===== src/ccext_pkg.sv =====
// shared types and constants for the cycle count extend and split unit
package ccext_pkg;

   localparam int COUNTER_WIDTH_DEF = 32;
   localparam int SAMPLE_W          = 32;
   localparam int WRAP_W            = 32;
   localparam int EXT_W             = 64;
   localparam int MHZ_W             = 10;
   localparam int SEC_W             = 32;
   localparam int SUB_W             = 10;
   localparam int TOTAL_W           = 52;
   localparam int REM_W             = 30;
   localparam int FIFO_DEPTH        = 2;

   localparam logic [MHZ_W-1:0] MHZ_RESET = MHZ_W'(1);
   localparam logic [19:0]      US_PER_S  = 20'd1000000;
   localparam logic [9:0]       US_PER_MS = 10'd1000;
   localparam logic [SUB_W-1:0] SUB_LIMIT = SUB_W'(1000);

   typedef struct packed {
      logic [EXT_W-1:0] ext;
      logic [MHZ_W-1:0] mhz;
   } item_type;

endpackage


===== src/ccext_front.sv =====
// front end: sample masking, wrap detection, extended count and clock capture
module ccext_front #(
   parameter int COUNTER_WIDTH = ccext_pkg::COUNTER_WIDTH_DEF
) (
   input  logic                          clock,
   input  logic                          reset,
   input  logic                          push,
   input  logic [ccext_pkg::SAMPLE_W-1:0] req_counter_sample,
   input  logic                          csr_wr_en,
   input  logic [ccext_pkg::MHZ_W-1:0]   csr_wr_data,
   input  logic                          q_full,
   output logic                          q_push,
   output ccext_pkg::item_type           q_item
);

   logic [COUNTER_WIDTH-1:0]         prev_ff, prev_in;
   logic [ccext_pkg::WRAP_W-1:0]     wrap_ff, wrap_in;
   logic [ccext_pkg::MHZ_W-1:0]      mhz_ff, mhz_in;
   logic [COUNTER_WIDTH-1:0]         sample;
   logic [ccext_pkg::WRAP_W-1:0]     wrap_next;

   assign sample    = req_counter_sample[COUNTER_WIDTH-1:0];
   assign q_push    = push & ~q_full;
   assign wrap_next = wrap_ff + ccext_pkg::WRAP_W'(sample < prev_ff);

   always_comb begin
      prev_in = q_push ? sample : prev_ff;
      wrap_in = q_push ? wrap_next : wrap_ff;
      mhz_in  = csr_wr_en ? csr_wr_data : mhz_ff;
   end

   // zero clock is taken as 1 MHz so no divisor is zero
   always_comb begin
      q_item.ext = (ccext_pkg::EXT_W'(wrap_next) << COUNTER_WIDTH)
                   | ccext_pkg::EXT_W'(sample);
      q_item.mhz = (mhz_ff == '0) ? ccext_pkg::MHZ_W'(1) : mhz_ff;
   end

   always_ff @(posedge clock) begin
      if (reset) begin
         prev_ff <= '0;
         wrap_ff <= '0;
         mhz_ff  <= ccext_pkg::MHZ_RESET;
      end else begin
         prev_ff <= prev_in;
         wrap_ff <= wrap_in;
         mhz_ff  <= mhz_in;
      end
   end

endmodule


===== src/ccext_fifo.sv =====
// short flop queue between front and back
module ccext_fifo #(
   parameter int DEPTH = ccext_pkg::FIFO_DEPTH
) (
   input  logic                clock,
   input  logic                reset,
   input  logic                wr,
   input  ccext_pkg::item_type wr_item,
   input  logic                rd,
   output ccext_pkg::item_type rd_item,
   output logic                full,
   output logic                empty
);

   localparam int PTR_W = (DEPTH > 1) ? $clog2(DEPTH) : 1;
   localparam int CNT_W = $clog2(DEPTH + 1);

   ccext_pkg::item_type   mem_ff [DEPTH];
   logic [PTR_W-1:0]      wr_ptr_ff, wr_ptr_in;
   logic [PTR_W-1:0]      rd_ptr_ff, rd_ptr_in;
   logic [CNT_W-1:0]      count_ff, count_in;
   logic                  do_wr, do_rd;

   assign full    = (count_ff == CNT_W'(DEPTH));
   assign empty   = (count_ff == '0);
   assign do_wr   = wr & ~full;
   assign do_rd   = rd & ~empty;
   assign rd_item = mem_ff[rd_ptr_ff];

   always_comb begin
      wr_ptr_in = wr_ptr_ff;
      rd_ptr_in = rd_ptr_ff;
      if (do_wr) begin
         wr_ptr_in = (wr_ptr_ff == PTR_W'(DEPTH - 1)) ? '0 : wr_ptr_ff + PTR_W'(1);
      end
      if (do_rd) begin
         rd_ptr_in = (rd_ptr_ff == PTR_W'(DEPTH - 1)) ? '0 : rd_ptr_ff + PTR_W'(1);
      end
      count_in = count_ff + CNT_W'(do_wr) - CNT_W'(do_rd);
   end

   always_ff @(posedge clock) begin
      if (do_wr) begin
         mem_ff[wr_ptr_ff] <= wr_item;
      end
   end

   always_ff @(posedge clock) begin
      if (reset) begin
         wr_ptr_ff <= '0;
         rd_ptr_ff <= '0;
         count_ff  <= '0;
      end else begin
         wr_ptr_ff <= wr_ptr_in;
         rd_ptr_ff <= rd_ptr_in;
         count_ff  <= count_in;
      end
   end

`ifndef NO_ASSERTIONS
   a_count_bound: assert property (@(posedge clock) disable iff (reset)
      count_ff <= CNT_W'(DEPTH))
      else $error("queue count beyond depth");
`endif

endmodule


===== src/ccext_back.sv =====
// back end: shared restoring divider for the time split, total and result register
module ccext_back (
   input  logic                           clock,
   input  logic                           reset,
   input  logic                           q_empty,
   input  ccext_pkg::item_type            q_item,
   output logic                           q_pop,
   input  logic                           pop,
   output logic                           empty,
   output logic [ccext_pkg::EXT_W-1:0]    rsp_extended_count,
   output logic [ccext_pkg::SEC_W-1:0]    rsp_seconds,
   output logic [ccext_pkg::SUB_W-1:0]    rsp_milliseconds,
   output logic [ccext_pkg::SUB_W-1:0]    rsp_microseconds,
   output logic [ccext_pkg::TOTAL_W-1:0]  rsp_total_microseconds
);

   localparam int EXT_W  = ccext_pkg::EXT_W;
   localparam int REM_W  = ccext_pkg::REM_W;
   localparam int SUB_W  = ccext_pkg::SUB_W;
   localparam int ITER_W = $clog2(EXT_W);

   localparam logic [2:0] ST_IDLE  = 3'd0;
   localparam logic [2:0] ST_SEC   = 3'd1;
   localparam logic [2:0] ST_MS    = 3'd2;
   localparam logic [2:0] ST_US    = 3'd3;
   localparam logic [2:0] ST_TOTAL = 3'd4;

   logic [2:0]                     state_ff, state_in;
   logic [ITER_W-1:0]              iter_ff, iter_in;
   logic [REM_W-1:0]               rem_ff, rem_in;
   logic [EXT_W-1:0]               quo_ff, quo_in;
   logic [EXT_W-1:0]               ext_ff, ext_in;
   logic [ccext_pkg::MHZ_W-1:0]    mhz_ff, mhz_in;
   logic [ccext_pkg::SEC_W-1:0]    sec_ff, sec_in;
   logic [SUB_W-1:0]               ms_ff, ms_in;
   logic [SUB_W-1:0]               us_ff, us_in;
   logic                           valid_ff, valid_in;
   logic [EXT_W-1:0]               o_ext_ff, o_ext_in;
   logic [ccext_pkg::SEC_W-1:0]    o_sec_ff, o_sec_in;
   logic [SUB_W-1:0]               o_ms_ff, o_ms_in;
   logic [SUB_W-1:0]               o_us_ff, o_us_in;
   logic [ccext_pkg::TOTAL_W-1:0]  o_tot_ff, o_tot_in;

   logic [REM_W-1:0]  hz, khz, divisor;
   logic [REM_W:0]    shifted;
   logic [REM_W+1:0]  diff;
   logic              ge;
   logic [REM_W-1:0]  step_rem;
   logic [EXT_W-1:0]  step_quo;
   logic              out_free;

   // divisors from the clock in MHz, constant multiplies
   assign hz  = REM_W'(mhz_ff) * REM_W'(ccext_pkg::US_PER_S);
   assign khz = REM_W'(mhz_ff) * REM_W'(ccext_pkg::US_PER_MS);

   always_comb begin
      unique case (state_ff)
         ST_SEC:  divisor = hz;
         ST_MS:   divisor = khz;
         default: divisor = REM_W'(mhz_ff);
      endcase
   end

   // one restoring step: bring in the next dividend bit, subtract if it fits
   assign shifted  = {rem_ff, quo_ff[EXT_W-1]};
   assign diff     = {1'b0, shifted} - {2'b00, divisor};
   assign ge       = ~diff[REM_W+1];
   assign step_rem = ge ? diff[REM_W-1:0] : shifted[REM_W-1:0];
   assign step_quo = {quo_ff[EXT_W-2:0], ge};

   assign out_free = ~valid_ff | pop;
   assign q_pop    = (state_ff == ST_IDLE) & ~q_empty;

   always_comb begin
      state_in = state_ff;
      iter_in  = iter_ff;
      rem_in   = rem_ff;
      quo_in   = quo_ff;
      ext_in   = ext_ff;
      mhz_in   = mhz_ff;
      sec_in   = sec_ff;
      ms_in    = ms_ff;
      us_in    = us_ff;
      valid_in = valid_ff & ~pop;
      o_ext_in = o_ext_ff;
      o_sec_in = o_sec_ff;
      o_ms_in  = o_ms_ff;
      o_us_in  = o_us_ff;
      o_tot_in = o_tot_ff;
      unique case (state_ff)
         ST_IDLE: begin
            if (!q_empty) begin
               ext_in   = q_item.ext;
               mhz_in   = q_item.mhz;
               rem_in   = '0;
               quo_in   = q_item.ext;
               iter_in  = ITER_W'(EXT_W - 1);
               state_in = ST_SEC;
            end
         end
         ST_SEC, ST_MS, ST_US: begin
            rem_in  = step_rem;
            quo_in  = step_quo;
            iter_in = iter_ff - ITER_W'(1);
            if (iter_ff == '0) begin
               // next split has a quotient below 1000: start with the low bits only
               rem_in  = REM_W'(step_rem >> SUB_W);
               quo_in  = {step_rem[SUB_W-1:0], {(EXT_W - SUB_W){1'b0}}};
               iter_in = ITER_W'(SUB_W - 1);
               if (state_ff == ST_SEC) begin
                  sec_in   = step_quo[ccext_pkg::SEC_W-1:0];
                  state_in = ST_MS;
               end else if (state_ff == ST_MS) begin
                  ms_in    = step_quo[SUB_W-1:0];
                  state_in = ST_US;
               end else begin
                  us_in    = step_quo[SUB_W-1:0];
                  state_in = ST_TOTAL;
               end
            end
         end
         ST_TOTAL: begin
            if (out_free) begin
               valid_in = 1'b1;
               o_ext_in = ext_ff;
               o_sec_in = sec_ff;
               o_ms_in  = ms_ff;
               o_us_in  = us_ff;
               o_tot_in = ccext_pkg::TOTAL_W'(sec_ff)
                             * ccext_pkg::TOTAL_W'(ccext_pkg::US_PER_S)
                          + ccext_pkg::TOTAL_W'(ms_ff)
                             * ccext_pkg::TOTAL_W'(ccext_pkg::US_PER_MS)
                          + ccext_pkg::TOTAL_W'(us_ff);
               state_in = ST_IDLE;
            end
         end
         default: begin
            state_in = ST_IDLE;
         end
      endcase
   end

   always_ff @(posedge clock) begin
      iter_ff  <= iter_in;
      rem_ff   <= rem_in;
      quo_ff   <= quo_in;
      ext_ff   <= ext_in;
      mhz_ff   <= mhz_in;
      sec_ff   <= sec_in;
      ms_ff    <= ms_in;
      us_ff    <= us_in;
      o_ext_ff <= o_ext_in;
      o_sec_ff <= o_sec_in;
      o_ms_ff  <= o_ms_in;
      o_us_ff  <= o_us_in;
      o_tot_ff <= o_tot_in;
   end

   always_ff @(posedge clock) begin
      if (reset) begin
         state_ff <= ST_IDLE;
         valid_ff <= 1'b0;
      end else begin
         state_ff <= state_in;
         valid_ff <= valid_in;
      end
   end

   assign empty                  = ~valid_ff;
   assign rsp_extended_count     = o_ext_ff;
   assign rsp_seconds            = o_sec_ff;
   assign rsp_milliseconds       = o_ms_ff;
   assign rsp_microseconds       = o_us_ff;
   assign rsp_total_microseconds = o_tot_ff;

`ifndef NO_ASSERTIONS
   a_rem_below_div: assert property (@(posedge clock) disable iff (reset)
      (state_ff == ST_SEC || state_ff == ST_MS || state_ff == ST_US) |-> rem_ff < divisor)
      else $error("partial remainder not below divisor");

   a_sub_range: assert property (@(posedge clock) disable iff (reset)
      state_ff == ST_TOTAL |-> (ms_ff < ccext_pkg::SUB_LIMIT && us_ff < ccext_pkg::SUB_LIMIT))
      else $error("sub-second split out of range");

   a_short_split: assert property (@(posedge clock) disable iff (reset)
      (state_ff == ST_MS || state_ff == ST_US) |-> iter_ff < ITER_W'(SUB_W))
      else $error("short split runs too long");

   a_pop_only_idle: assert property (@(posedge clock) disable iff (reset)
      q_pop |=> state_ff == ST_SEC)
      else $error("queue word taken without starting the split");
`endif

endmodule


===== src/cycle_count_extend_and_split_unit.sv =====
// top level of the cycle count extend and split unit
//
//  channel  | direction | handshake          | payload
//  ---------+-----------+--------------------+----------------------------------------
//  request  | in        | push / full        | req_counter_sample
//  response | out       | empty / pop        | extended count, seconds, ms, us, total us
//  csr      | in        | csr_wr_en          | csr_wr_data (clock in MHz, reset 1)
//
//  in the back end a word is loaded, then divided over all 64 dividend bits for
//  the seconds and over 10 bits each for milliseconds and microseconds, and the
//  total is formed once the result register is free; the divider is single-step restoring
//  the front end takes a word in the cycle it arrives while the queue has room,
//  and the result register lets the next word proceed while a result waits
//  synchronous active-high reset clears wrap count, previous sample, clock
//  (to 1 MHz), queue and result valid
module cycle_count_extend_and_split_unit #(
   parameter int COUNTER_WIDTH = ccext_pkg::COUNTER_WIDTH_DEF,
   parameter int FIFO_DEPTH    = ccext_pkg::FIFO_DEPTH
) (
   input  logic                            clock,
   input  logic                            reset,
   // request side
   input  logic                            push,
   output logic                            full,
   input  logic [ccext_pkg::SAMPLE_W-1:0]  req_counter_sample,
   // response side
   output logic                            empty,
   input  logic                            pop,
   output logic [ccext_pkg::EXT_W-1:0]     rsp_extended_count,
   output logic [ccext_pkg::SEC_W-1:0]     rsp_seconds,
   output logic [ccext_pkg::SUB_W-1:0]     rsp_milliseconds,
   output logic [ccext_pkg::SUB_W-1:0]     rsp_microseconds,
   output logic [ccext_pkg::TOTAL_W-1:0]   rsp_total_microseconds,
   // clock rate register
   input  logic                            csr_wr_en,
   input  logic [ccext_pkg::MHZ_W-1:0]     csr_wr_data
);

   // queue handshake between front and back
   logic                 q_push;
   logic                 q_full;
   logic                 q_empty;
   logic                 q_pop;
   ccext_pkg::item_type  q_wr_item;
   ccext_pkg::item_type  q_rd_item;

   assign full = q_full;

   // front: wrap detection and word build, one word per cycle while the queue has room
   ccext_front #(
      .COUNTER_WIDTH (COUNTER_WIDTH)
   ) u_front (
      .clock              (clock),
      .reset              (reset),
      .push               (push),
      .req_counter_sample (req_counter_sample),
      .csr_wr_en          (csr_wr_en),
      .csr_wr_data        (csr_wr_data),
      .q_full             (q_full),
      .q_push             (q_push),
      .q_item             (q_wr_item)
   );

   // decouples the front from the long divide
   ccext_fifo #(
      .DEPTH (FIFO_DEPTH)
   ) u_fifo (
      .clock   (clock),
      .reset   (reset),
      .wr      (q_push),
      .wr_item (q_wr_item),
      .rd      (q_pop),
      .rd_item (q_rd_item),
      .full    (q_full),
      .empty   (q_empty)
   );

   // back: time split and result register
   ccext_back u_back (
      .clock                  (clock),
      .reset                  (reset),
      .q_empty                (q_empty),
      .q_item                 (q_rd_item),
      .q_pop                  (q_pop),
      .pop                    (pop),
      .empty                  (empty),
      .rsp_extended_count     (rsp_extended_count),
      .rsp_seconds            (rsp_seconds),
      .rsp_milliseconds       (rsp_milliseconds),
      .rsp_microseconds       (rsp_microseconds),
      .rsp_total_microseconds (rsp_total_microseconds)
   );

endmodule

===== config.mk =====
export PLATFORM = sky130hd
export DESIGN_NAME = cycle_count_extend_and_split_unit
export DESIGN_NICKNAME = d
export VERILOG_FILES = /design/src/ccext_pkg.sv /design/src/ccext_front.sv /design/src/ccext_fifo.sv /design/src/ccext_back.sv /design/src/cycle_count_extend_and_split_unit.sv
export SDC_FILE = /design/constraint.sdc
export NUM_CORES = 2
export LEC_CHECK = 0
export BUFFER_PORTS_ARGS = -buffer_cell sky130_fd_sc_hd__buf_4
export CAP_MARGIN = 20
export CORE_ASPECT_RATIO = 0.7
export CORE_MARGIN = 2
export CORE_UTILIZATION = 54
export DETAILED_ROUTE_END_ITERATION = 12
export HOLD_SLACK_MARGIN = 0.06
export MAX_ROUTING_LAYER = met4
export PLACE_DENSITY = 0.72
export SYNTH_ARGS = -nofsm -noshare
export SYNTH_HDL_FRONTEND = slang
export SYNTH_SLANG_ARGS = --single-unit

===== constraint.sdc =====
create_clock -name clock -period 15.3 [get_ports clock]
set_clock_uncertainty 0.1 [all_clocks]
set_input_delay 0.765 -clock clock [delete_from_list [all_inputs] [get_ports clock]]
set_output_delay 0.765 -clock clock [all_outputs]
set_load 0.01 [all_outputs]

==> impl_results.html <==
<table>
<tr><th>Metric</th><th>Value</th></tr>
<tr><th colspan="2">Status</th></tr>
<tr><td>Status</td><td>finished clean</td></tr>
<tr><th colspan="2">Logic synthesis</th></tr>
<tr><td>Flip-flop and latch count after synthesis</td><td>622</td></tr>
<tr><td>Most numerous cell in the Yosys netlist</td><td>sky130_fd_sc_hd__edfxtp_1</td></tr>
<tr><td>Async set-or-reset flop fraction in the synthesized netlist</td><td>0%</td></tr>
<tr><td>Post-synth top cells</td><td>sky130_fd_sc_hd__edfxtp_1, sky130_fd_sc_hd__ha_1, sky130_fd_sc_hd__inv_1</td></tr>
<tr><td>Number of flops mapped to enable cells by yosys</td><td>between 500 and 600</td></tr>
<tr><td>Syn Nets</td><td>between 4000 and 5000</td></tr>
<tr><td>Unique cell type count in the Yosys netlist</td><td>94</td></tr>
<tr><td>Sequential share of the synthesized area</td><td>a little under half</td></tr>
<tr><td>Yosys top cell area share</td><td>41.14%</td></tr>
<tr><td>Main area contributors after synthesis</td><td>sky130_fd_sc_hd__edfxtp_1, sky130_fd_sc_hd__ha_1, sky130_fd_sc_hd__fa_1</td></tr>
<tr><td>Post-synthesis instance total</td><td>3371</td></tr>
<tr><td>Cell area after synthesis</td><td>just under 0.04 mm²</td></tr>
<tr><td>Commonest register cell after synthesis</td><td>sky130_fd_sc_hd__edfxtp_1</td></tr>
<tr><td>Cell type contributing the most total cell area after synthesis</td><td>sky130_fd_sc_hd__edfxtp_1</td></tr>
<tr><td>Warnings, synthesis</td><td>0</td></tr>
<tr><td>Average footprint of a synthesized cell</td><td>11.67 µm²</td></tr>
<tr><th colspan="2">Worst setup path</th></tr>
<tr><td>Cell mode on critical path</td><td>sky130_fd_sc_hd__inv_1</td></tr>
<tr><td>Critical Path Start Type</td><td>flip-flop</td></tr>
<tr><td>Worst reg2reg startpoint</td><td>u_back.mhz_ff[3]</td></tr>
<tr><td>Register-to-register path setup slack</td><td>around 7.1 ns</td></tr>
<tr><td>Worst Path Required</td><td>15.60 ns</td></tr>
<tr><td>Startpoint-to-endpoint class of the critical path</td><td>flip-flop to flip-flop</td></tr>
<tr><td>Data arrival time at the worst-slack endpoint</td><td>~8.5 ns</td></tr>
<tr><td>Category of the worst setup path capture point</td><td>flip-flop</td></tr>
<tr><td>Max stage delay cell, worst path</td><td>sky130_fd_sc_hd__edfxtp_1</td></tr>
<tr><td>Crit Reg-Reg Endpoint</td><td>u_back.rem_ff[7]</td></tr>
<tr><td>Largest fanout on the critical path</td><td>32</td></tr>
<tr><td>Peak per-stage delay on the critical path</td><td>0.59 ns</td></tr>
<tr><td>Worst-case reg-to-reg path depth</td><td>30</td></tr>
<tr><th colspan="2">Min path</th></tr>
<tr><td>Hold Crit Class</td><td>primary input to flip-flop</td></tr>
<tr><td>Depth of the worst hold-timing path</td><td>2</td></tr>
<tr><td>End point of the worst hold path</td><td>u_front.mhz_ff[0]</td></tr>
<tr><td>Critical hold path startpoint</td><td>csr_wr_data[0]</td></tr>
<tr><th colspan="2">Final layout</th></tr>
<tr><td>Count of nets after finishing</td><td>4228</td></tr>
<tr><td>Final std cells w/o fill</td><td>4584</td></tr>
<tr><td>Layout cells sized above 1</td><td>13.15%</td></tr>
<tr><td>Area added between synthesis and finish</td><td>11.94%</td></tr>
<tr><th colspan="2">Detailed routing</th></tr>
<tr><td>Number of search-and-repair iterations in the first detailed-routing pass</td><td>6</td></tr>
<tr><td>Detail-routed net length per standard cell</td><td>19.02 µm</td></tr>
<tr><td>Drt via density</td><td>5.494</td></tr>
<tr><td>Via count</td><td>25186</td></tr>
<tr><td>Antenna-violating nets left</td><td>0</td></tr>
<tr><td>DRC violations left</td><td>0</td></tr>
<tr><td>Starting DRT DRC Count</td><td>2121</td></tr>
<tr><td>Wirelength, routed</td><td>87170 µm</td></tr>
<tr><th colspan="2">Timing</th></tr>
<tr><td>Min Clock Period, post-route</td><td>about 8.2 ns</td></tr>
<tr><td>Count of endpoints failing hold in the final timing report</td><td>0</td></tr>
<tr><td>Period utilization</td><td>53.41%</td></tr>
<tr><td>Total Neg Setup Slack</td><td>0 ns</td></tr>
<tr><td>Number of slew-limit violations in the final report</td><td>0</td></tr>
<tr><td>Post-route worst hold slack</td><td>0.2266 ns</td></tr>
<tr><td>Total setup violations reported at the end of the flow</td><td>0</td></tr>
<tr><td>Actual slew at the worst max-slew pin</td><td>1.088 ns</td></tr>
<tr><td>Post-route setup slack</td><td>between 7 and 8 ns</td></tr>
<tr><td>Worst max-slew margin expressed relative to the limit</td><td>27.47%</td></tr>
<tr><td>RSZ-0062 raised after global routing</td><td>false</td></tr>
<tr><td>Max Clock Freq</td><td>0.1224 GHz</td></tr>
<tr><th colspan="2">Global route</th></tr>
<tr><td>Number of antenna violations at the first check in global routing</td><td>7</td></tr>
<tr><td>Vias in the first global route</td><td>23880</td></tr>
<tr><td>First-pass GRT wire length</td><td>137200 µm</td></tr>
<tr><td>Leftover overflow at the end of global routing</td><td>0</td></tr>
<tr><td>Maximum number of pins on one net before global-route repair</td><td>84</td></tr>
<tr><td>Overall routing resource usage</td><td>23.92%</td></tr>
<tr><th colspan="2">Placement</th></tr>
<tr><td>Cell count after placement</td><td>4469</td></tr>
<tr><td>Count of buffers from port buffering</td><td>~220</td></tr>
<tr><td>Final RePlAce weighted congestion</td><td>roughly 0.95</td></tr>
<tr><td>Post-place setup slack</td><td>7.160 ns</td></tr>
<tr><td>DP HPWL</td><td>65050 µm</td></tr>
<tr><th colspan="2">Die</th></tr>
<tr><td>Initial Util</td><td>a little over half</td></tr>
<tr><td>Number of placement rows</td><td>82</td></tr>
<tr><td>Boundary Pins</td><td>217</td></tr>
<tr><td>Die outline width</td><td>approximately 330 µm</td></tr>
<tr><td>DIE AREA</td><td>0.07506 mm²</td></tr>
<tr><td>Die height</td><td>229.8 µm</td></tr>
<tr><td>Core region area</td><td>0.07182 mm²</td></tr>
<tr><th colspan="2">CTS</th></tr>
<tr><td>Clock Sinks</td><td>about 620</td></tr>
<tr><td>Resized Gates After CTS</td><td>0</td></tr>
<tr><td>Post-CTS setup buffer count</td><td>0</td></tr>
<tr><td>Clock buffers created by TritonCTS</td><td>58</td></tr>
<tr><td>Hold Buf Count CTS</td><td>0</td></tr>
<tr><td>Level count of the clock H-tree</td><td>2</td></tr>
<tr><td>Root buffer cell</td><td>sky130_fd_sc_hd__clkbuf_16</td></tr>
<tr><td>Clock-pin slew of the registers on the worst-case setup and hold paths</td><td>0.07 ns</td></tr>
<tr><td>CTS tree</td><td>yes</td></tr>
<tr><td>Clock latency of the later-clocked register in the worst-skew pair</td><td>0.65 ns</td></tr>
<tr><td>Clock Tree Buf Depth</td><td>3</td></tr>
<tr><th colspan="2">Job</th></tr>
<tr><td>Number of maximum-capacitance violations</td><td>0</td></tr>
</table>
[flip-flops by register name, summed over array words and instances (netlist names), 10 cells and up, named ones only]
signal                         flops
u_front.prev_ff                   32
u_back.rsp_extended_count         64
u_back.quo_ff                     64
u_back.sec_ff                     32
u_back.ms_ff                      10
u_fifo.mem_ff                    148
u_front.mhz_ff                    10
u_back.rsp_milliseconds           10
u_front.wrap_ff                   32
u_back.us_ff                      10
u_back.mhz_ff                     10
u_back.rsp_seconds                32
u_back.rem_ff                     30
u_back.ext_ff                     64
u_back.rsp_total_microseconds     52
[worst max-delay path by stage]
stage / startpoint / end / slack (ns) / cells after the start
3_5_place_dp: u_back.mhz_ff[3] / u_back.rem_ff[7] / 7.16 / 27
2_1_floorplan: u_back.state_ff[2] / u_fifo.count_ff[1] / 5.70 / 8
3_3_place_gp: u_back.mhz_ff[3] / u_back.rem_ff[7] / 7.28 / 27
6_report: u_back.mhz_ff[3] / u_back.rem_ff[7] / 7.13 / 30
5_1_grt: u_back.mhz_ff[3] / u_back.rem_ff[10] / 6.50 / 27
4_1_cts: u_back.mhz_ff[3] / u_back.rem_ff[7] / 7.14 / 27
[routing by layer]
metal / track usage, % / vias up / share of wire, %
li1: - / 12239 / -
met1: 36.80 / 12185 / 50
met2: 32.98 / 681 / 41
met3: 4.934 / 81 / 7.3
met4: 3.928 / 0 / 1.3
met5: - / - / 0
[stage by stage]
step	area, µm²	utilization (%)
after floorplan	39340	-
after global placement	41940	58.40
after detailed placement	41940	58.40
after CTS	44000	61.26
after global routing	44040	61.32
final	44040	61.32
[placed cells by master (no fill, tap or decap), types with 73 or more instances in the layout]
cell	synthesis	layout
sky130_fd_sc_hd__edfxtp_1	539	539
sky130_fd_sc_hd__o21ai_0	147	147
sky130_fd_sc_hd__xor2_1	73	73
sky130_fd_sc_hd__fa_1	222	222
sky130_fd_sc_hd__nand2_1	319	318
sky130_fd_sc_hd__inv_1	392	392
sky130_fd_sc_hd__dfxtp_1	83	82
sky130_fd_sc_hd__xnor2_1	115	115
sky130_fd_sc_hd__buf_4	5	233
sky130_fd_sc_hd__mux2_2	82	82
sky130_fd_sc_hd__a21oi_1	172	171
sky130_fd_sc_hd__nor2_1	170	167
sky130_fd_sc_hd__ha_1	395	395
[kinds of logic after synthesis]
logic type                 after synthesis  share of synthesized area, %
and+or+nand+nor                        756                         9.131
DFF                                    622                         45.37
adders and majority gates              617                         23.86
AOI/OAI and AO/OA                      585                         9.615
buffers and inverters                  495                         4.802
xor gates and xnor gates               190                         4.268
muxes                                  106                         2.958
[cell type report]
class	instances	area (µm²)
Timing Repair Buffer	234	1777
Antenna cell	5	12.51
Multi-Input combinational cell	2254	19660
Inverter	394	1479
Clock inverter	40	531.8
Tap cell	966	1209
Clock buffer	69	1523
Sequential cell	622	17850
Fill cell	5784	27780
[critical path: cells and delay by family, from the launching register on]
family / cells / cell delay [ns]
compound gates: 12 / 2.08
xor+xnor: 1 / 0.14
fa+ha+maj: 7 / 3.09
buf+inv: 7 / 1.20
flops: 1 / 0.59
mux: 1 / 0.42
simple gates: 2 / 0.28
Power is not shown: default switching activity piles up to over one toggle a cycle in this logic, so the estimate is an artifact.
